### config.mk
export PLATFORM = sky130hd
export DESIGN_NAME = ec_prime_field_point_unit
export DESIGN_NICKNAME = d
export VERILOG_FILES = /design/src/rtl/ecpu_pkg.sv /design/src/rtl/ecpu_dp.sv /design/src/rtl/ecpu_ctrl.sv /design/src/rtl/ec_prime_field_point_unit.sv
export VERILOG_INCLUDE_DIRS = /design/src /design/src/rtl
export SDC_FILE = /design/constraint.sdc
export NUM_CORES = 2
export LEC_CHECK = 0
export BUFFER_PORTS_ARGS = -buffer_cell sky130_fd_sc_hd__buf_2
export CAP_MARGIN = 20
export CORE_ASPECT_RATIO = 2
export CORE_MARGIN = 3
export CORE_UTILIZATION = 55
export CTS_CLUSTER_DIAMETER = 80
export CTS_CLUSTER_SIZE = 24
export DETAILED_ROUTE_END_ITERATION = 8
export GPL_TIMING_DRIVEN = 0
export PLACE_DENSITY = 0.72
export SLEW_MARGIN = 20
export SYNTH_ARGS = -nofsm -noshare
export SYNTH_HDL_FRONTEND = slang
export SYNTH_MEMORY_MAX_BITS = 65536
export SYNTH_SLANG_ARGS = --single-unit
### constraint.sdc
create_clock -name clk -period 12.4 [get_ports clk]
set_input_delay 1.86 -clock clk [delete_from_list [all_inputs] [get_ports clk]]
set_output_delay 1.86 -clock clk [all_outputs]
set_load 0.05 [all_outputs]
### src/rtl/ec_prime_field_point_unit_defines.svh
// ----------------------------------------------------------------------------
// ec_prime_field_point_unit assertion macros
// Shared property shapes for the point unit; clocked on clk, off in reset.
// ----------------------------------------------------------------------------
`ifndef EC_PRIME_FIELD_POINT_UNIT_DEFINES_SVH
`define EC_PRIME_FIELD_POINT_UNIT_DEFINES_SVH

// same-cycle implication
`define ECPU_ASSERT_SAME(lbl, ante, cons, msg) \
  lbl: assert property (@(posedge clk) disable iff (rst) (ante) |-> (cons)) else $error(msg);

// next-cycle implication
`define ECPU_ASSERT_NEXT(lbl, ante, cons, msg) \
  lbl: assert property (@(posedge clk) disable iff (rst) (ante) |=> (cons)) else $error(msg);

`endif

### src/rtl/ecpu_pkg.sv
// ----------------------------------------------------------------------------
// ecpu_pkg
// Types, codes and the microprogram of the prime-field point unit.
// ----------------------------------------------------------------------------
`default_nettype none

package ecpu_pkg;

  localparam int FIELD_W   = 31;
  localparam int SCALAR_W  = 63;
  localparam int CFG_IDX_W = 2;
  localparam int PC_W      = 7;
  localparam int RF_DEPTH  = 16;

  // function codes
  localparam logic [1:0] FN_SCALAR_MUL = 2'd0;
  localparam logic [1:0] FN_POINT_ADD  = 2'd1;
  localparam logic [1:0] FN_NEGATE     = 2'd2;
  localparam logic [1:0] FN_CHECK      = 2'd3;

  // configuration register indexes
  localparam logic [CFG_IDX_W-1:0] CFG_PRIME = 2'd0;
  localparam logic [CFG_IDX_W-1:0] CFG_A     = 2'd1;
  localparam logic [CFG_IDX_W-1:0] CFG_B     = 2'd2;

  typedef struct packed {
    logic [1:0]          func;
    logic [SCALAR_W-1:0] scalar;
    logic [FIELD_W-1:0]  first_x;
    logic [FIELD_W-1:0]  first_y;
    logic                first_at_infinity;
    logic [FIELD_W-1:0]  second_x;
    logic [FIELD_W-1:0]  second_y;
    logic                second_at_infinity;
  } ecpu_in_t;

  typedef struct packed {
    logic [FIELD_W-1:0] result_x;
    logic [FIELD_W-1:0] result_y;
    logic               result_at_infinity;
    logic               on_curve;
  } ecpu_out_t;

  // register file addresses
  typedef logic [3:0] rf_addr_t;
  localparam rf_addr_t R_X1  = 4'd0;
  localparam rf_addr_t R_Y1  = 4'd1;
  localparam rf_addr_t R_X2  = 4'd2;
  localparam rf_addr_t R_Y2  = 4'd3;
  localparam rf_addr_t R_X3  = 4'd4;
  localparam rf_addr_t R_Y3  = 4'd5;
  localparam rf_addr_t R_A   = 4'd6;
  localparam rf_addr_t R_B   = 4'd7;
  localparam rf_addr_t R_M   = 4'd8;
  localparam rf_addr_t R_T   = 4'd9;
  localparam rf_addr_t R_U   = 4'd10;
  localparam rf_addr_t R_D   = 4'd11;
  localparam rf_addr_t R_INV = 4'd12;

  typedef enum logic [3:0] {
    OP_ADD, OP_SUB, OP_NEG, OP_MOV, OP_ONE, OP_MUL, OP_RED,
    OP_OUTX, OP_OUTY, OP_ELOAD, OP_ESHIFT, OP_KSHIFT
  } dp_op_t;

  typedef struct packed {
    logic     valid;
    dp_op_t   op;
    rf_addr_t dst;
    rf_addr_t sa;
    rf_addr_t sb;
  } dp_cmd_t;

  typedef struct packed {
    logic done;
    logic zero;
    logic e_zero;
    logic e_lsb;
    logic k_zero;
    logic k_lsb;
  } dp_stat_t;

  typedef struct packed {
    logic finish;
    logic inf;
    logic is_check;
    logic chk;
  } ctrl_res_t;

  typedef enum logic [2:0] {MK_OP, MK_JMP, MK_CALL, MK_RET, MK_FLAG, MK_FIN} ukind_t;

  typedef enum logic [3:0] {
    C_ALWAYS, C_INF1, C_INF2, C_XEQ_SUMZ, C_XEQ_YEQ, C_EZERO, C_ELSB0,
    C_KZERO, C_KLSB0, C_FN_MUL, C_FN_ADD, C_FN_NEG
  } ucond_t;

  typedef enum logic [3:0] {
    FL_XEQ, FL_SUMZ, FL_YEQ, FL_CHK, FL_CHK_SET, FL_INF1_SET, FL_INF1_CLR,
    FL_INF1_FROM2, FL_INF2_FROM1
  } uflag_t;

  typedef struct packed {
    ukind_t          kind;
    dp_op_t          op;
    rf_addr_t        dst;
    rf_addr_t        sa;
    rf_addr_t        sb;
    ucond_t          cond;
    uflag_t          flag;
    logic            side;
    logic [PC_W-1:0] target;
  } uinstr_t;

  // microprogram labels
  localparam logic [PC_W-1:0] L_CHKINF = 7'd19;
  localparam logic [PC_W-1:0] L_NEG    = 7'd21;
  localparam logic [PC_W-1:0] L_ADD    = 7'd23;
  localparam logic [PC_W-1:0] L_SM     = 7'd25;
  localparam logic [PC_W-1:0] L_SMLOOP = 7'd29;
  localparam logic [PC_W-1:0] L_SMDBL  = 7'd32;
  localparam logic [PC_W-1:0] L_SMEND  = 7'd35;
  localparam logic [PC_W-1:0] L_PADD   = 7'd36;
  localparam logic [PC_W-1:0] L_DBL    = 7'd49;
  localparam logic [PC_W-1:0] L_INV    = 7'd54;
  localparam logic [PC_W-1:0] L_INVLP  = 7'd56;
  localparam logic [PC_W-1:0] L_INVSQ  = 7'd59;
  localparam logic [PC_W-1:0] L_SLOPE  = 7'd62;
  localparam logic [PC_W-1:0] L_P1INF  = 7'd73;
  localparam logic [PC_W-1:0] L_PINF   = 7'd77;
  localparam logic [PC_W-1:0] L_RET    = 7'd78;
  localparam logic [PC_W-1:0] L_TAIL   = 7'd79;

  function automatic uinstr_t u_op(dp_op_t op, rf_addr_t dst, rf_addr_t sa, rf_addr_t sb);
    uinstr_t u;
    u      = '0;
    u.kind = MK_OP;
    u.op   = op;
    u.dst  = dst;
    u.sa   = sa;
    u.sb   = sb;
    return u;
  endfunction

  function automatic uinstr_t u_jmp(ucond_t cond, logic [PC_W-1:0] target);
    uinstr_t u;
    u        = '0;
    u.kind   = MK_JMP;
    u.cond   = cond;
    u.target = target;
    return u;
  endfunction

  function automatic uinstr_t u_call(logic [PC_W-1:0] target, logic side);
    uinstr_t u;
    u        = '0;
    u.kind   = MK_CALL;
    u.target = target;
    u.side   = side;
    return u;
  endfunction

  function automatic uinstr_t u_flag(uflag_t flag);
    uinstr_t u;
    u      = '0;
    u.kind = MK_FLAG;
    u.flag = flag;
    return u;
  endfunction

  function automatic uinstr_t u_kind(ukind_t kind);
    uinstr_t u;
    u      = '0;
    u.kind = kind;
    return u;
  endfunction

  // microprogram ROM
  function automatic uinstr_t ucode(logic [PC_W-1:0] pc);
    uinstr_t u;
    case (pc)
      // reduce operands and curve constants
      7'd0:  u = u_op(OP_RED, R_X1, R_X1, R_X1);
      7'd1:  u = u_op(OP_RED, R_Y1, R_Y1, R_Y1);
      7'd2:  u = u_op(OP_RED, R_X2, R_X2, R_X2);
      7'd3:  u = u_op(OP_RED, R_Y2, R_Y2, R_Y2);
      7'd4:  u = u_op(OP_RED, R_A, R_A, R_A);
      7'd5:  u = u_op(OP_RED, R_B, R_B, R_B);
      7'd6:  u = u_jmp(C_FN_MUL, L_SM);
      7'd7:  u = u_jmp(C_FN_ADD, L_ADD);
      7'd8:  u = u_jmp(C_FN_NEG, L_NEG);
      // on-curve check
      7'd9:  u = u_jmp(C_INF1, L_CHKINF);
      7'd10: u = u_op(OP_MUL, R_T, R_X1, R_X1);
      7'd11: u = u_op(OP_MUL, R_T, R_T, R_X1);
      7'd12: u = u_op(OP_MUL, R_U, R_A, R_X1);
      7'd13: u = u_op(OP_ADD, R_T, R_T, R_U);
      7'd14: u = u_op(OP_ADD, R_T, R_T, R_B);
      7'd15: u = u_op(OP_MUL, R_U, R_Y1, R_Y1);
      7'd16: u = u_op(OP_SUB, R_U, R_U, R_T);
      7'd17: u = u_flag(FL_CHK);
      7'd18: u = u_jmp(C_ALWAYS, L_TAIL);
      7'd19: u = u_flag(FL_CHK_SET);
      7'd20: u = u_jmp(C_ALWAYS, L_TAIL);
      // negate
      7'd21: u = u_op(OP_NEG, R_Y1, R_Y1, R_Y1);
      7'd22: u = u_jmp(C_ALWAYS, L_TAIL);
      // point add
      7'd23: u = u_call(L_PADD, 1'b0);
      7'd24: u = u_jmp(C_ALWAYS, L_TAIL);
      // scalar multiply: slot 1 accumulates, slot 2 holds the base
      7'd25: u = u_op(OP_MOV, R_X2, R_X1, R_X1);
      7'd26: u = u_op(OP_MOV, R_Y2, R_Y1, R_Y1);
      7'd27: u = u_flag(FL_INF2_FROM1);
      7'd28: u = u_flag(FL_INF1_SET);
      7'd29: u = u_jmp(C_KZERO, L_SMEND);
      7'd30: u = u_jmp(C_KLSB0, L_SMDBL);
      7'd31: u = u_call(L_PADD, 1'b0);
      7'd32: u = u_call(L_PADD, 1'b1);
      7'd33: u = u_op(OP_KSHIFT, R_X1, R_X1, R_X1);
      7'd34: u = u_jmp(C_ALWAYS, L_SMLOOP);
      7'd35: u = u_jmp(C_ALWAYS, L_TAIL);
      // add subroutine: slot 1 <= slot 1 + slot 2
      7'd36: u = u_jmp(C_INF1, L_P1INF);
      7'd37: u = u_jmp(C_INF2, L_RET);
      7'd38: u = u_op(OP_SUB, R_U, R_X1, R_X2);
      7'd39: u = u_flag(FL_XEQ);
      7'd40: u = u_op(OP_ADD, R_U, R_Y1, R_Y2);
      7'd41: u = u_flag(FL_SUMZ);
      7'd42: u = u_op(OP_SUB, R_U, R_Y1, R_Y2);
      7'd43: u = u_flag(FL_YEQ);
      7'd44: u = u_jmp(C_XEQ_SUMZ, L_PINF);
      7'd45: u = u_jmp(C_XEQ_YEQ, L_DBL);
      7'd46: u = u_op(OP_SUB, R_T, R_Y2, R_Y1);
      7'd47: u = u_op(OP_SUB, R_D, R_X2, R_X1);
      7'd48: u = u_jmp(C_ALWAYS, L_INV);
      7'd49: u = u_op(OP_MUL, R_M, R_X1, R_X1);
      7'd50: u = u_op(OP_ADD, R_T, R_M, R_M);
      7'd51: u = u_op(OP_ADD, R_T, R_T, R_M);
      7'd52: u = u_op(OP_ADD, R_T, R_T, R_A);
      7'd53: u = u_op(OP_ADD, R_D, R_Y1, R_Y1);
      // Fermat inverse of D
      7'd54: u = u_op(OP_ONE, R_INV, R_INV, R_INV);
      7'd55: u = u_op(OP_ELOAD, R_INV, R_INV, R_INV);
      7'd56: u = u_jmp(C_EZERO, L_SLOPE);
      7'd57: u = u_jmp(C_ELSB0, L_INVSQ);
      7'd58: u = u_op(OP_MUL, R_INV, R_INV, R_D);
      7'd59: u = u_op(OP_MUL, R_D, R_D, R_D);
      7'd60: u = u_op(OP_ESHIFT, R_D, R_D, R_D);
      7'd61: u = u_jmp(C_ALWAYS, L_INVLP);
      7'd62: u = u_op(OP_MUL, R_M, R_T, R_INV);
      7'd63: u = u_op(OP_MUL, R_U, R_M, R_M);
      7'd64: u = u_op(OP_SUB, R_U, R_U, R_X1);
      7'd65: u = u_op(OP_SUB, R_X3, R_U, R_X2);
      7'd66: u = u_op(OP_SUB, R_T, R_X1, R_X3);
      7'd67: u = u_op(OP_MUL, R_T, R_M, R_T);
      7'd68: u = u_op(OP_SUB, R_Y3, R_T, R_Y1);
      7'd69: u = u_op(OP_MOV, R_X1, R_X3, R_X3);
      7'd70: u = u_op(OP_MOV, R_Y1, R_Y3, R_Y3);
      7'd71: u = u_flag(FL_INF1_CLR);
      7'd72: u = u_kind(MK_RET);
      7'd73: u = u_op(OP_MOV, R_X1, R_X2, R_X2);
      7'd74: u = u_op(OP_MOV, R_Y1, R_Y2, R_Y2);
      7'd75: u = u_flag(FL_INF1_FROM2);
      7'd76: u = u_kind(MK_RET);
      7'd77: u = u_flag(FL_INF1_SET);
      7'd78: u = u_kind(MK_RET);
      // result readout
      7'd79: u = u_op(OP_OUTX, R_X1, R_X1, R_X1);
      7'd80: u = u_op(OP_OUTY, R_Y1, R_Y1, R_Y1);
      default: u = u_kind(MK_FIN);
    endcase
    return u;
  endfunction

endpackage

`default_nettype wire

### src/rtl/ecpu_dp.sv
// ----------------------------------------------------------------------------
// ecpu_dp
// Field datapath: register file, add/sub unit, bit-serial modular multiplier,
// exponent and scalar shifters, configuration registers.
// ----------------------------------------------------------------------------
`default_nettype none

module ecpu_dp import ecpu_pkg::*; #(
  parameter int FIELD_BITS  = 31,
  parameter int SCALAR_BITS = 63
) (
  input  wire logic                 clk,
  input  wire logic                 rst,
  input  wire logic                 accept,
  input  wire ecpu_in_t             operands,
  input  wire logic                 cfg_we,
  input  wire logic [CFG_IDX_W-1:0] cfg_index,
  input  wire logic [FIELD_W-1:0]   cfg_data,
  input  wire dp_cmd_t              cmd,
  output dp_stat_t                  stat,
  output logic [FIELD_BITS-1:0]     out_x,
  output logic [FIELD_BITS-1:0]     out_y
);

  localparam int W     = FIELD_BITS;
  localparam int CNT_W = $clog2(W);

  typedef enum logic [2:0] {
    DS_IDLE = 3'b001,
    DS_EXEC = 3'b010,
    DS_MUL  = 3'b100
  } dstate_t;

  dstate_t state;

  logic [W-1:0]           p, ca, cb;
  logic [W-1:0]           rx1, ry1, rx2, ry2;
  logic [SCALAR_BITS-1:0] k;
  logic [W-1:0]           e;
  logic [W-1:0]           rf [RF_DEPTH];
  logic [W-1:0]           ra, rb;
  dp_op_t                 op_q;
  rf_addr_t               dst_q, sb_q;
  logic [W-1:0]           mu, mv, mr;
  logic [CNT_W-1:0]       cnt;
  logic                   done, zero;

  logic                   p_small;
  logic [W-1:0]           raw_sel, alu_res, mul_step, wval;
  logic                   we;

  function automatic logic [W-1:0] madd(logic [W-1:0] u, logic [W-1:0] v, logic [W-1:0] m);
    logic [W:0] s;
    s = {1'b0, u} + {1'b0, v};
    if (s >= {1'b0, m}) s = s - {1'b0, m};
    return s[W-1:0];
  endfunction

  function automatic logic [W-1:0] msub(logic [W-1:0] u, logic [W-1:0] v, logic [W-1:0] m);
    logic [W:0] s;
    if (u >= v) s = {1'b0, u} - {1'b0, v};
    else        s = {1'b0, u} + {1'b0, m} - {1'b0, v};
    return s[W-1:0];
  endfunction

  assign p_small = (p < W'(2));

  always_comb begin
    case (sb_q)
      R_X1:    raw_sel = rx1;
      R_Y1:    raw_sel = ry1;
      R_X2:    raw_sel = rx2;
      R_Y2:    raw_sel = ry2;
      R_A:     raw_sel = ca;
      R_B:     raw_sel = cb;
      default: raw_sel = '0;
    endcase
  end

  always_comb begin
    case (op_q)
      OP_ADD:  alu_res = madd(ra, rb, p);
      OP_SUB:  alu_res = msub(ra, rb, p);
      OP_NEG:  alu_res = msub('0, ra, p);
      OP_MOV:  alu_res = ra;
      OP_ONE:  alu_res = W'(1);
      default: alu_res = '0;
    endcase
  end

  // one Horner step: r = 2r + bit*u mod p
  assign mul_step = madd(madd(mr, mr, p), mv[W-1] ? mu : '0, p);

  always_comb begin
    we   = 1'b0;
    wval = alu_res;
    if (state == DS_EXEC) begin
      we = (op_q == OP_ADD) || (op_q == OP_SUB) || (op_q == OP_NEG) ||
           (op_q == OP_MOV) || (op_q == OP_ONE);
    end else if (state == DS_MUL && cnt == '0) begin
      we   = 1'b1;
      wval = mul_step;
    end
    if (p_small) wval = '0;
  end

  always_ff @(posedge clk) begin
    if (cmd.valid) begin
      ra <= rf[cmd.sa];
      rb <= rf[cmd.sb];
    end
    if (we) rf[dst_q] <= wval;
  end

  always_ff @(posedge clk) begin
    if (rst) begin
      state <= DS_IDLE;
      done  <= 1'b0;
      zero  <= 1'b0;
      p     <= W'(11);
      ca    <= W'(1);
      cb    <= W'(6);
    end else begin
      done <= 1'b0;
      if (cfg_we) begin
        case (cfg_index)
          CFG_PRIME: p  <= W'(cfg_data);
          CFG_A:     ca <= W'(cfg_data);
          CFG_B:     cb <= W'(cfg_data);
          default:   ;
        endcase
      end
      case (state)
        DS_IDLE: begin
          if (cmd.valid) state <= DS_EXEC;
        end
        DS_EXEC: begin
          if (op_q == OP_MUL || op_q == OP_RED) begin
            state <= DS_MUL;
          end else begin
            state <= DS_IDLE;
            done  <= 1'b1;
            if (we) zero <= (wval == '0);
          end
        end
        DS_MUL: begin
          if (cnt == '0) begin
            state <= DS_IDLE;
            done  <= 1'b1;
            zero  <= (wval == '0);
          end
        end
        default: state <= DS_IDLE;
      endcase
    end
  end

  always_ff @(posedge clk) begin
    if (accept) begin
      rx1 <= W'(operands.first_x);
      ry1 <= W'(operands.first_y);
      rx2 <= W'(operands.second_x);
      ry2 <= W'(operands.second_y);
      k   <= SCALAR_BITS'(operands.scalar);
    end
    if (cmd.valid) begin
      op_q  <= cmd.op;
      dst_q <= cmd.dst;
      sb_q  <= cmd.sb;
    end
    if (state == DS_EXEC) begin
      case (op_q)
        OP_MUL: begin
          mu  <= ra;
          mv  <= rb;
          mr  <= '0;
          cnt <= CNT_W'(W - 1);
        end
        OP_RED: begin
          mu  <= W'(1);
          mv  <= raw_sel;
          mr  <= '0;
          cnt <= CNT_W'(W - 1);
        end
        OP_OUTX:   out_x <= ra;
        OP_OUTY:   out_y <= ra;
        OP_ELOAD:  e <= p_small ? '0 : p - W'(2);
        OP_ESHIFT: e <= e >> 1;
        OP_KSHIFT: k <= k >> 1;
        default:   ;
      endcase
    end else if (state == DS_MUL) begin
      mr  <= mul_step;
      mv  <= mv << 1;
      cnt <= cnt - CNT_W'(1);
    end
  end

  assign stat.done   = done;
  assign stat.zero   = zero;
  assign stat.e_zero = (e == '0);
  assign stat.e_lsb  = e[0];
  assign stat.k_zero = (k == '0);
  assign stat.k_lsb  = k[0];

endmodule

`default_nettype wire

### src/rtl/ecpu_ctrl.sv
// ----------------------------------------------------------------------------
// ecpu_ctrl
// Microsequencer: walks the microprogram, issues datapath commands, keeps the
// infinity and comparison flags.
// ----------------------------------------------------------------------------
`default_nettype none

module ecpu_ctrl import ecpu_pkg::*; (
  input  wire logic     clk,
  input  wire logic     rst,
  input  wire logic     accept,
  input  wire logic [1:0] func,
  input  wire logic     first_inf,
  input  wire logic     second_inf,
  input  wire dp_stat_t stat,
  output dp_cmd_t       cmd,
  output ctrl_res_t     res,
  output logic          busy
);

  typedef enum logic [2:0] {
    CS_IDLE  = 3'b001,
    CS_FETCH = 3'b010,
    CS_WAIT  = 3'b100
  } cstate_t;

  cstate_t         state;
  logic [PC_W-1:0] pc, ret;
  logic [1:0]      func_q;
  logic            inf1, inf2, xeq, sumz, yeq, chk, side;
  uinstr_t         ui;
  logic            inf1_eff, cond_hit;

  function automatic rf_addr_t remap(rf_addr_t a, logic s);
    rf_addr_t r;
    r = a;
    if (s && a == R_X1) r = R_X2;
    if (s && a == R_Y1) r = R_Y2;
    return r;
  endfunction

  assign ui       = ucode(pc);
  assign inf1_eff = side ? inf2 : inf1;

  always_comb begin
    case (ui.cond)
      C_ALWAYS:   cond_hit = 1'b1;
      C_INF1:     cond_hit = inf1_eff;
      C_INF2:     cond_hit = inf2;
      C_XEQ_SUMZ: cond_hit = xeq && sumz;
      C_XEQ_YEQ:  cond_hit = xeq && yeq;
      C_EZERO:    cond_hit = stat.e_zero;
      C_ELSB0:    cond_hit = !stat.e_lsb;
      C_KZERO:    cond_hit = stat.k_zero;
      C_KLSB0:    cond_hit = !stat.k_lsb;
      C_FN_MUL:   cond_hit = (func_q == FN_SCALAR_MUL);
      C_FN_ADD:   cond_hit = (func_q == FN_POINT_ADD);
      C_FN_NEG:   cond_hit = (func_q == FN_NEGATE);
      default:    cond_hit = 1'b0;
    endcase
  end

  always_comb begin
    cmd.valid = (state == CS_FETCH) && (ui.kind == MK_OP);
    cmd.op    = ui.op;
    cmd.dst   = remap(ui.dst, side);
    cmd.sa    = remap(ui.sa, side);
    cmd.sb    = remap(ui.sb, side);
  end

  assign res.finish   = (state == CS_FETCH) && (ui.kind == MK_FIN);
  assign res.inf      = inf1;
  assign res.is_check = (func_q == FN_CHECK);
  assign res.chk      = chk;
  assign busy         = (state != CS_IDLE);

  always_ff @(posedge clk) begin
    if (rst) begin
      state <= CS_IDLE;
      pc    <= '0;
      side  <= 1'b0;
    end else begin
      case (state)
        CS_IDLE: begin
          if (accept) begin
            state <= CS_FETCH;
            pc    <= '0;
            side  <= 1'b0;
          end
        end
        CS_FETCH: begin
          case (ui.kind)
            MK_OP: begin
              state <= CS_WAIT;
              pc    <= pc + PC_W'(1);
            end
            MK_JMP:  pc <= cond_hit ? ui.target : pc + PC_W'(1);
            MK_CALL: begin
              pc   <= ui.target;
              side <= ui.side;
            end
            MK_RET: begin
              pc   <= ret;
              side <= 1'b0;
            end
            MK_FLAG: pc <= pc + PC_W'(1);
            MK_FIN:  state <= CS_IDLE;
            default: state <= CS_IDLE;
          endcase
        end
        CS_WAIT: begin
          if (stat.done) state <= CS_FETCH;
        end
        default: state <= CS_IDLE;
      endcase
    end
  end

  // flags and return address
  always_ff @(posedge clk) begin
    if (state == CS_IDLE && accept) begin
      func_q <= func;
      inf1   <= first_inf;
      inf2   <= second_inf;
      chk    <= 1'b0;
    end else if (state == CS_FETCH) begin
      if (ui.kind == MK_CALL) ret <= pc + PC_W'(1);
      if (ui.kind == MK_FLAG) begin
        case (ui.flag)
          FL_XEQ:     xeq <= stat.zero;
          FL_SUMZ:    sumz <= stat.zero;
          FL_YEQ:     yeq <= stat.zero;
          FL_CHK:     chk <= stat.zero;
          FL_CHK_SET: chk <= 1'b1;
          FL_INF1_SET: begin
            if (side) inf2 <= 1'b1;
            else      inf1 <= 1'b1;
          end
          FL_INF1_CLR: begin
            if (side) inf2 <= 1'b0;
            else      inf1 <= 1'b0;
          end
          FL_INF1_FROM2: begin
            if (!side) inf1 <= inf2;
          end
          FL_INF2_FROM1: inf2 <= inf1;
          default: ;
        endcase
      end
    end
  end

endmodule

`default_nettype wire

### src/rtl/ec_prime_field_point_unit.sv
// ----------------------------------------------------------------------------
// ec_prime_field_point_unit
// Affine point arithmetic on y^2 = x^3 + a*x + b over a prime field.
// ----------------------------------------------------------------------------
// One transaction at a time. Raise start with the operands while busy is low;
// the transaction is taken at that edge and busy rises. When the work ends
// result_valid is high for exactly one cycle with the result on result; there
// is no back-pressure, so the receiver must take it in that cycle. busy is
// already low during that cycle, so a new start may be presented there.
// Every product and every operand reduction goes through one bit-serial modular
// multiplier. Rough costs, with W = FIELD_BITS:
//   negate              : about 6 reductions
//   on-curve check      : 6 reductions and up to 4 products
//   point add / double  : one Fermat inverse (up to 2*W products) plus up to 4
//                         further products
//   scalar multiply     : up to 2*SCALAR_BITS point operations
// Configuration: cfg_index 0 = field prime, 1 = curve a, 2 = curve b; other
// indexes are ignored. cfg_ready is always high. Write only while idle.
// ----------------------------------------------------------------------------
`default_nettype none
`include "ec_prime_field_point_unit_defines.svh"

module ec_prime_field_point_unit import ecpu_pkg::*; #(
  parameter int FIELD_BITS  = 31,
  parameter int SCALAR_BITS = 63
) (
  input  wire logic                 clk,
  input  wire logic                 rst,
  input  wire logic                 start,
  output logic                      busy,
  input  wire ecpu_in_t             operands,
  output logic                      result_valid,
  output ecpu_out_t                 result,
  input  wire logic                 cfg_valid,
  output logic                      cfg_ready,
  input  wire logic [CFG_IDX_W-1:0] cfg_index,
  input  wire logic [FIELD_W-1:0]   cfg_data
);

  logic                  accept;
  dp_cmd_t               cmd;
  dp_stat_t              stat;
  ctrl_res_t             cres;
  logic [FIELD_BITS-1:0] out_x, out_y;
  logic                  zero_xy;
  logic                  shown_inf, shown_chk, xy_clear;

  assign cfg_ready = 1'b1;
  assign accept    = start && !busy;

  ecpu_ctrl u_ctrl (
    .clk        (clk),
    .rst        (rst),
    .accept     (accept),
    .func       (operands.func),
    .first_inf  (operands.first_at_infinity),
    .second_inf (operands.second_at_infinity),
    .stat       (stat),
    .cmd        (cmd),
    .res        (cres),
    .busy       (busy)
  );

  ecpu_dp #(
    .FIELD_BITS  (FIELD_BITS),
    .SCALAR_BITS (SCALAR_BITS)
  ) u_dp (
    .clk       (clk),
    .rst       (rst),
    .accept    (accept),
    .operands  (operands),
    .cfg_we    (cfg_valid && cfg_ready),
    .cfg_index (cfg_index),
    .cfg_data  (cfg_data),
    .cmd       (cmd),
    .stat      (stat),
    .out_x     (out_x),
    .out_y     (out_y)
  );

  // check results carry no point; infinity reads as zero coordinates
  assign zero_xy = cres.inf || cres.is_check;

  always_ff @(posedge clk) begin
    if (rst) begin
      result_valid <= 1'b0;
    end else begin
      result_valid <= cres.finish;
    end
    if (cres.finish) begin
      result.result_x           <= zero_xy ? '0 : FIELD_W'(out_x);
      result.result_y           <= zero_xy ? '0 : FIELD_W'(out_y);
      result.result_at_infinity <= cres.inf && !cres.is_check;
      result.on_curve           <= cres.is_check && cres.chk;
    end
  end

  assign shown_inf = result_valid && result.result_at_infinity;
  assign shown_chk = result_valid && result.on_curve;
  assign xy_clear  = (result.result_x == '0) && (result.result_y == '0);

  `ECPU_ASSERT_NEXT(a_accept_busy, accept, busy, "accepted transaction did not raise busy")
  `ECPU_ASSERT_SAME(a_result_idle, result_valid, !busy, "result shown while still busy")
  `ECPU_ASSERT_SAME(a_inf_zero, shown_inf, xy_clear, "infinity result with nonzero coordinates")
  `ECPU_ASSERT_SAME(a_chk_only, shown_chk, !result.result_at_infinity, "on_curve on a point")

endmodule

`default_nettype wire

### Word-level counts from Yosys, hierarchy flattened

Memories as Yosys holds them, arrays and structs flattened. A register that Yosys moved wholly into a read port is not among the register bits.
Index checks and enable logic that the tools add are counted.

* flip-flop bits (word level): 579
* memory bits (writable): 496
* memory bits (read-only): 4480
* input port bits: 228
* output and inout bits: 67
* word-level logic and storage cells: 280
* memories kept: 2

* add/sub/neg operators: 14
* order comparisons: 6
* equality and inequality tests: 71
* muxes and demuxes: 75
* bitwise logic cells: 1
* reductions and logical operators: 73

Memory list
* (name not given): words 128, bits a word 35, read ports 1, clocked after Yosys merged registers in 1, write ports 0, RTL line ecpu_pkg.sv:179 `case (pc)`
* u_dp.rf: words 16, bits a word 31, read ports 2, clocked after Yosys merged registers in 2, write ports 1, RTL line ecpu_dp.sv:40 `logic [W-1:0] rf [RF_DEPTH];`

Operator list (count)
* two-way mux 31 bit: 15
* two-way mux 63 bit: 3
* case mux 31 bit (2 select lines): 3
* case mux 31 bit (6 select lines): 1
* subtractor 31 bit: 6
* case mux 31 bit (5 select lines): 1
* adder 31 x 31 -> 32 bit: 3
* greater-or-equal comparator 32 x 31 -> 1 bit: 3
* zero test 63 bit: 1
* zero test 31 bit: 2
* equality test 4 x 3 -> 1 bit (second input constant): 14
* equality test 4 bit (second input constant): 9
* equality test 4 x 2 -> 1 bit (second input constant): 8
* adder 31 bit: 1
* greater-or-equal comparator 1 x 31 -> 1 bit (first input constant): 1
* greater-or-equal comparator 31 bit: 1
* < comparator 31 x 2 -> 1 bit (second input constant): 1
* subtractor 1 x 31 -> 31 bit (first input constant): 1
* subtractor 31 x 2 -> 31 bit (second input constant): 1
* equality test 4 x 1 -> 1 bit (second input constant): 7
* zero test 4 bit: 7
* two-way mux 7 bit: 4
* case mux 7 bit (4 select lines): 1
* two-way mux 1 bit: 23
* other kinds (37): 123

### Depth between registers and ports, before layout

* word-level depth: 13
* gate-level depth with buffers: 45
* gate-level depth less buffers: 40

### Hierarchy

Synthesis repeated with hierarchy kept, for this count alone.

* cells, all modules: 5719
* area, all modules: 67038.0 um^2

Modules (own cells, without submodules)
* ecpu_dp: instances 1, cells an instance 4952, area an instance 59283.1 um^2, seq. area each 29798.6 um^2
* ecpu_ctrl: instances 1, cells an instance 620, area an instance 4853.4 um^2, seq. area each 1361.3 um^2
* ec_prime_field_point_unit: instances 1, cells an instance 147, area an instance 2901.5 um^2, seq. area each 1941.9 um^2

### Worst setup path before layout

OpenSTA, ideal clock, no wires.

* path type: flip-flop to flip-flop
* from: register u_dp.p[1]
* to: register u_dp.zero
* library setup time: 69 ps
* arrival time: 9437 ps
* required time: 12331 ps
* slack: 2895 ps
* stages on the path, launching flop included: 43
* path buffers: 4
* period minus slack after synthesis: 9505 ps
* cell sequence: dfxtp_1 -> inv_1 -> fa_1 -> a21o_1 -> a21oi_1 -> o21bai_1 -> a31oi_1 -> o21ai_1 -> o221ai_1 -> o2111ai_1 -> a31oi_1 -> o21ai_1 -> a31oi_1 -> o21ai_0 -> a211oi_1 -> clkbuf_1 -> buf_2 -> nor2_1 -> [7 not listed] -> nand2_1 -> xor2_1 -> ha_1 -> and4_1 -> nand4_1 -> or3_1 -> nor4_1 -> a2111oi_0 -> o211a_1 -> o31a_1 -> buf_6 -> buf_6 -> a21oi_1 -> o221ai_1 -> or4_4 -> nor3_2 -> nand4_1 -> o21ai_1

* cells in the longest elaborated chain, start to end: 12
* elaborated cells between the ends (all ways): 25
* those cells by class: add/sub: 7; order compare: 4; mux: 13; reduce/logical: 1

Ends and longest elaborated chain
* start: declaration: RTL line ecpu_dp.sv:36 `logic [W-1:0] p, ca, cb;`
* start signal: assignment: RTL line ecpu_dp.sv:127 `CFG_PRIME: p <= W'(cfg_data);`
* subtractor 31 bit or greater-or-equal comparator 32 x 31 -> 1 bit (tied branches): RTL line ecpu_dp.sv:55 `if (s >= {1'b0, m}) s = s - {1'b0, m};`
* two-way mux 31 bit: RTL line ecpu_dp.sv:55
* adder 31 x 31 -> 32 bit: RTL line ecpu_dp.sv:54 `s = {1'b0, u} + {1'b0, v};`
* subtractor 31 bit or greater-or-equal comparator 32 x 31 -> 1 bit (tied branches): RTL line ecpu_dp.sv:55
* two-way mux 31 bit: RTL line ecpu_dp.sv:55
* two-way mux 31 bit: RTL line ecpu_dp.sv:100 `end else if (state == DS_MUL && cnt == '0) begin`
* two-way mux 31 bit: RTL line ecpu_dp.sv:97 `if (state == DS_EXEC) begin`
* two-way mux 31 bit *: RTL line ecpu_dp.sv:104 `if (p_small) wval = '0;`
* via u_dp.wval[10]: RTL line ecpu_dp.sv:49 `logic [W-1:0] raw_sel, alu_res, mul_step, wval;`
* zero test 31 bit *: RTL line ecpu_dp.sv:143, ecpu_dp.sv:150
* two-way mux 1 bit: RTL line ecpu_dp.sv:143 `if (we) zero <= (wval == '0);`
* two-way mux 1 bit: RTL line ecpu_dp.sv:138 `if (op_q == OP_MUL || op_q == OP_RED) begin`
* case mux 1 bit (2 select lines) *: RTL line ecpu_dp.sv:133 `case (state)`
* end signal: assignment: RTL line ecpu_dp.sv:143
* end signal: assignment: RTL line ecpu_dp.sv:150 `zero <= (wval == '0);`
* end: declaration: RTL line ecpu_dp.sv:46 `logic done, zero;`

The timed path passes the listed nets; every way through them passes the cells marked *. The select of a mux whose other input is x is not followed.
A chain may end at the register's enable or synchronous reset.

### Worst setup path in the final report

* from: register u_dp.p[4]
* to: register u_dp.zero

* cells in the longest elaborated chain, start to end: 12
* elaborated cells between the ends (all ways): 25
* those cells by class: add/sub: 7; order compare: 4; mux: 13; reduce/logical: 1

Ends and longest elaborated chain (RTL line)
* greater-or-equal comparator 32 x 31 -> 1 bit or subtractor 31 bit (tied branches): ecpu_dp.sv:55
* two-way mux 31 bit: ecpu_dp.sv:55
* adder 31 x 31 -> 32 bit: ecpu_dp.sv:54
* subtractor 31 bit or greater-or-equal comparator 32 x 31 -> 1 bit (tied branches): ecpu_dp.sv:55
* two-way mux 31 bit: ecpu_dp.sv:55
* two-way mux 31 bit: ecpu_dp.sv:100
* two-way mux 31 bit: ecpu_dp.sv:97
* two-way mux 31 bit *: ecpu_dp.sv:104
* via u_dp.wval[2]: ecpu_dp.sv:49
* zero test 31 bit *: ecpu_dp.sv:143, ecpu_dp.sv:150
* two-way mux 1 bit: ecpu_dp.sv:143
* two-way mux 1 bit: ecpu_dp.sv:138
* case mux 1 bit (2 select lines) *: ecpu_dp.sv:133

Marks and branches as above.

==> impl_metrics.csv <==
group,metric,value,unit
placed_design,post-dp-hpwl,213,mm
logic_synthesis,ys_warn_count,0,
grt,grt_pass1_wl,380,mm
clocking,clk_path_buf_depth,3,
layout,stdcell_count,7931,
logic_synthesis,synth_cell_types,103,
sta,worst_pin_slew,1.25,ns
logic_synthesis,ys_ff_latch,1172,
die,start_util,0.555,
sta,fmax,82.9,MHz
sta,clock_skew,0.0638,ns
logic_synthesis,syn_area,65400,um2
sta,slew_headroom,0.166,
sta,hold_viol,0,
layout,drive_gt1_frac,0.132,
logic_synthesis,synth_edf_count,963,
die,dieHeight,494,um
sta,hold_ws,0.419,ns
logic_synthesis,ys_seq_area_frac,0.506,
grt,grt_max_degree,64,
logic_synthesis,async_flop_share,0,
grt,grt_pass1_vias,55700,
worst_setup_path,ff2ff_setup_slack,0.34,ns
clocking,cts_sinks,1172,
die,coreArea,118000,um2
pwr,ir_worst_vdd,0.178,mV
worst_setup_path,startpoint_type,"flip-flop",
drt,wl_per_cell,34.0,um
grt,antenna_found_initial,25,
drt,vias_per_cell,6.92,
sta,maxSlewViolCount,0,
grt,overflow,0,
sta,finalCritPeriodShare,0.973,
worst_setup_path,critPathRequiredTime,13.06,ns
drt,vias,54900,
worst_setup_path,worstSetupPathType,"reg2reg",
logic_synthesis,synth.avg_cell_area,11.1,um2
outcome,status,"complete, no violations",
worst_setup_path,cp.arrival,12.72,ns
sta,period_needed,12.06,ns
worst_setup_path,slowest_stage,"ha_1",
pwr,p_leak,0.0250,uW
die,num_rows,178,
clocking,clock-root-buffer,"clkbuf_16",
drt,drt-initial-drc-count,6632,
clocking,cts_max_level,2,
placed_design,place_congestion,1.07,
clocking,clk_latency,0.73,ns
drt,ant_nets,0,
sta,final-setup-viol-count,0,
die,boundaryPins,295,
pwr,powerDensity,105,nW/um2
worst_setup_path,critPathMaxStageDelay,0.67,ns
grt,grt_use_total,0.429,
layout,area_delta_synth_final,10.8,%
sta,rsz0062_at_grt,"false",
worst_setup_path,worstSetupEndpointType,"flip-flop",
die,dieArea,123000,um2
placed_design,port-buffer-count,292,
layout,fin_nets,6860,
worst_setup_path,path_max_fanout,10,
drt,firstDrtPassIters,6,
drt,wl,270,mm
clocking,cts_tree,"built",
drt,drcViolationCount,0,
logic_synthesis,syn_nets,6419,
clocking,clk_pin_slew,0.10,ns
flow_run,cap_violations,0,
placed_design,dp.cells,7782,
die,die_x,250,um
clocking,hold_buffers,0,
logic_synthesis,synth_ff_type,"edfxtp_1",
hold_path,hp-class,"reg2reg",
logic_synthesis,synth_cells,5893,
clocking,cts_made_buffers,58,
-- critical path, delay by kind of cell (launching register included) --
family	cells	cell delay, ns
AO/OA/AOI/OAI	23	5.85
adder cells (fa/ha/maj)	3	1.33
buffers and inverters	7	1.57
XOR/XNOR	1	0.19
flip-flops	1	0.47
AND/OR/NAND/NOR	8	2.57
-- cells in the mapped netlist (42+ instances only) --
cell | number | area, um2
clkbuf_1 | 298 | 1120
xnor2_1 | 167 | 1460
ha_1 | 261 | 3270
a21oi_1 | 402 | 2010
nor3_1 | 83 | 415
nand2b_1 | 55 | 344
nand2_1 | 588 | 2210
and2_1 | 127 | 795
o221ai_1 | 148 | 1300
nor2b_1 | 42 | 263
a31oi_1 | 74 | 463
nand3_1 | 86 | 430
edfxtp_1 | 963 | 28900
o21ai_0 | 443 | 2220
a22oi_1 | 100 | 751
inv_1 | 236 | 886
a21o_1 | 82 | 616
mux2i_1 | 103 | 1030
mux4_2 | 186 | 4190
xor2_1 | 69 | 604
dfxtp_1 | 209 | 4180
nor4_1 | 50 | 313
nor2_1 | 325 | 1220
a211oi_1 | 42 | 315
o211ai_1 | 42 | 315
o22ai_1 | 149 | 932
-- logic make-up after synthesis --
group,Yosys count,share of synthesized area
multiplexers,305,0.0825
other,1,0.0000573
XOR/XNOR,236,0.0316
flip-flops,1172,0.506
AND/OR/NAND/NOR,1514,0.108
buffers and inverters,587,0.0347
AO/OA/AOI/OAI,1780,0.176
adder cells (fa/ha/maj),298,0.0612
-- routing by layer --
metal | vias up | GRT usage | routed length [um]
met4 | 12 | 0.425 | 33300
li1 | 23400 | - | -
met1 | 26700 | 0.432 | 81500
met2 | 3489 | 0.734 | 133000
met5 | - | 0 | 92
met3 | 1254 | 0.0806 | 22000
-- layout make-up --
class                           instances  area [um2]
Clock buffer                           99        1630
Multi-Input combinational cell       4134       30700
Timing Repair Buffer                  381        2630
Antenna cell                           18        45.0
Clock inverter                         10         168
Fill cell                            9531       45300
Tap cell                             1530        1910
Sequential cell                      1172       33100
Inverter                              243         936
Buffer                                344        1390
-- flip-flops by register name, summed over array words and instances (netlist names), 31 cells and up --
register,cells
u_dp.cb,31
u_dp.mr,31
u_dp.out_x,31
u_dp.ry1,31
u_ctrl.ui,35
u_dp.k,63
result,64
u_dp.rx2,31
u_dp.p,31
u_dp.rx1,31
u_dp.ra,31
u_dp.mu,31
u_dp.out_y,31
u_dp.rb,31
u_dp.mv,31
u_dp.ca,31
u_dp.e,31
u_dp.rf,496
u_dp.ry2,31
-- through the flow --
step	total power [uW]	util	worst slack (ns)	cell area, um2	TNS [ns]
2_1_floorplan	5010	-	2.89	65400	0
3_3_place_gp	5360	0.584	-3.48	68800	-1214.17
3_5_place_dp	5370	0.595	-3.01	70100	-950.95
4_1_cts	7540	0.613	0.107	72200	0
5_1_grt	7760	0.615	0.0105	72500	0
6_report	7580	0.615	0.335	72500	0
-- timing repair --
action,in CTS,in global routing
resized for setup,48,21
pin swaps,8,4
setup endpoints to repair,528,214
buffers inserted,10,9
-- final timing paths --
check | startpoint | to | cells after the start
setup / recovery | u_dp.p[4] | u_dp.zero | 42
hold / removal | u_ctrl.ui[31] | u_dp.op_q[3] | 0
setup reg to reg | u_dp.p[4] | u_dp.zero | 42
hold reg to reg | u_ctrl.ui[31] | u_dp.op_q[3] | 0
-- placed cells by master, fill, tap and decap left out, types with 41 or more instances in the layout --
cell type and count:
nand3_1 86, buf_2 305, a21oi_1 395, and2_1 127, a31oi_1 71, xnor2_1 167
nor2b_1 42, xor2_1 69, mux2i_1 94, a22oi_1 100, o21ai_0 434, edfxtp_1 963
a21o_1 81, ha_1 260, buf_4 46, nor2_1 308, nand2_1 588, nor3_1 75
a211oi_1 41, nand2b_1 55, o22ai_1 143, dfxtp_1 207, inv_1 230, o221ai_1 141
mux4_2 186, o211ai_1 42, clkbuf_1 323, clkbuf_16 59, nor4_1 47
-- power breakdown --
part           switching [uW]  internal, uW  leakage (uW)
clock                    1300           933      0.000853
combinational             615           342        0.0136
sequential               78.8          4310        0.0105
total                    2000          5590        0.0250
Note: power is estimated with default switching activity, not from simulation.
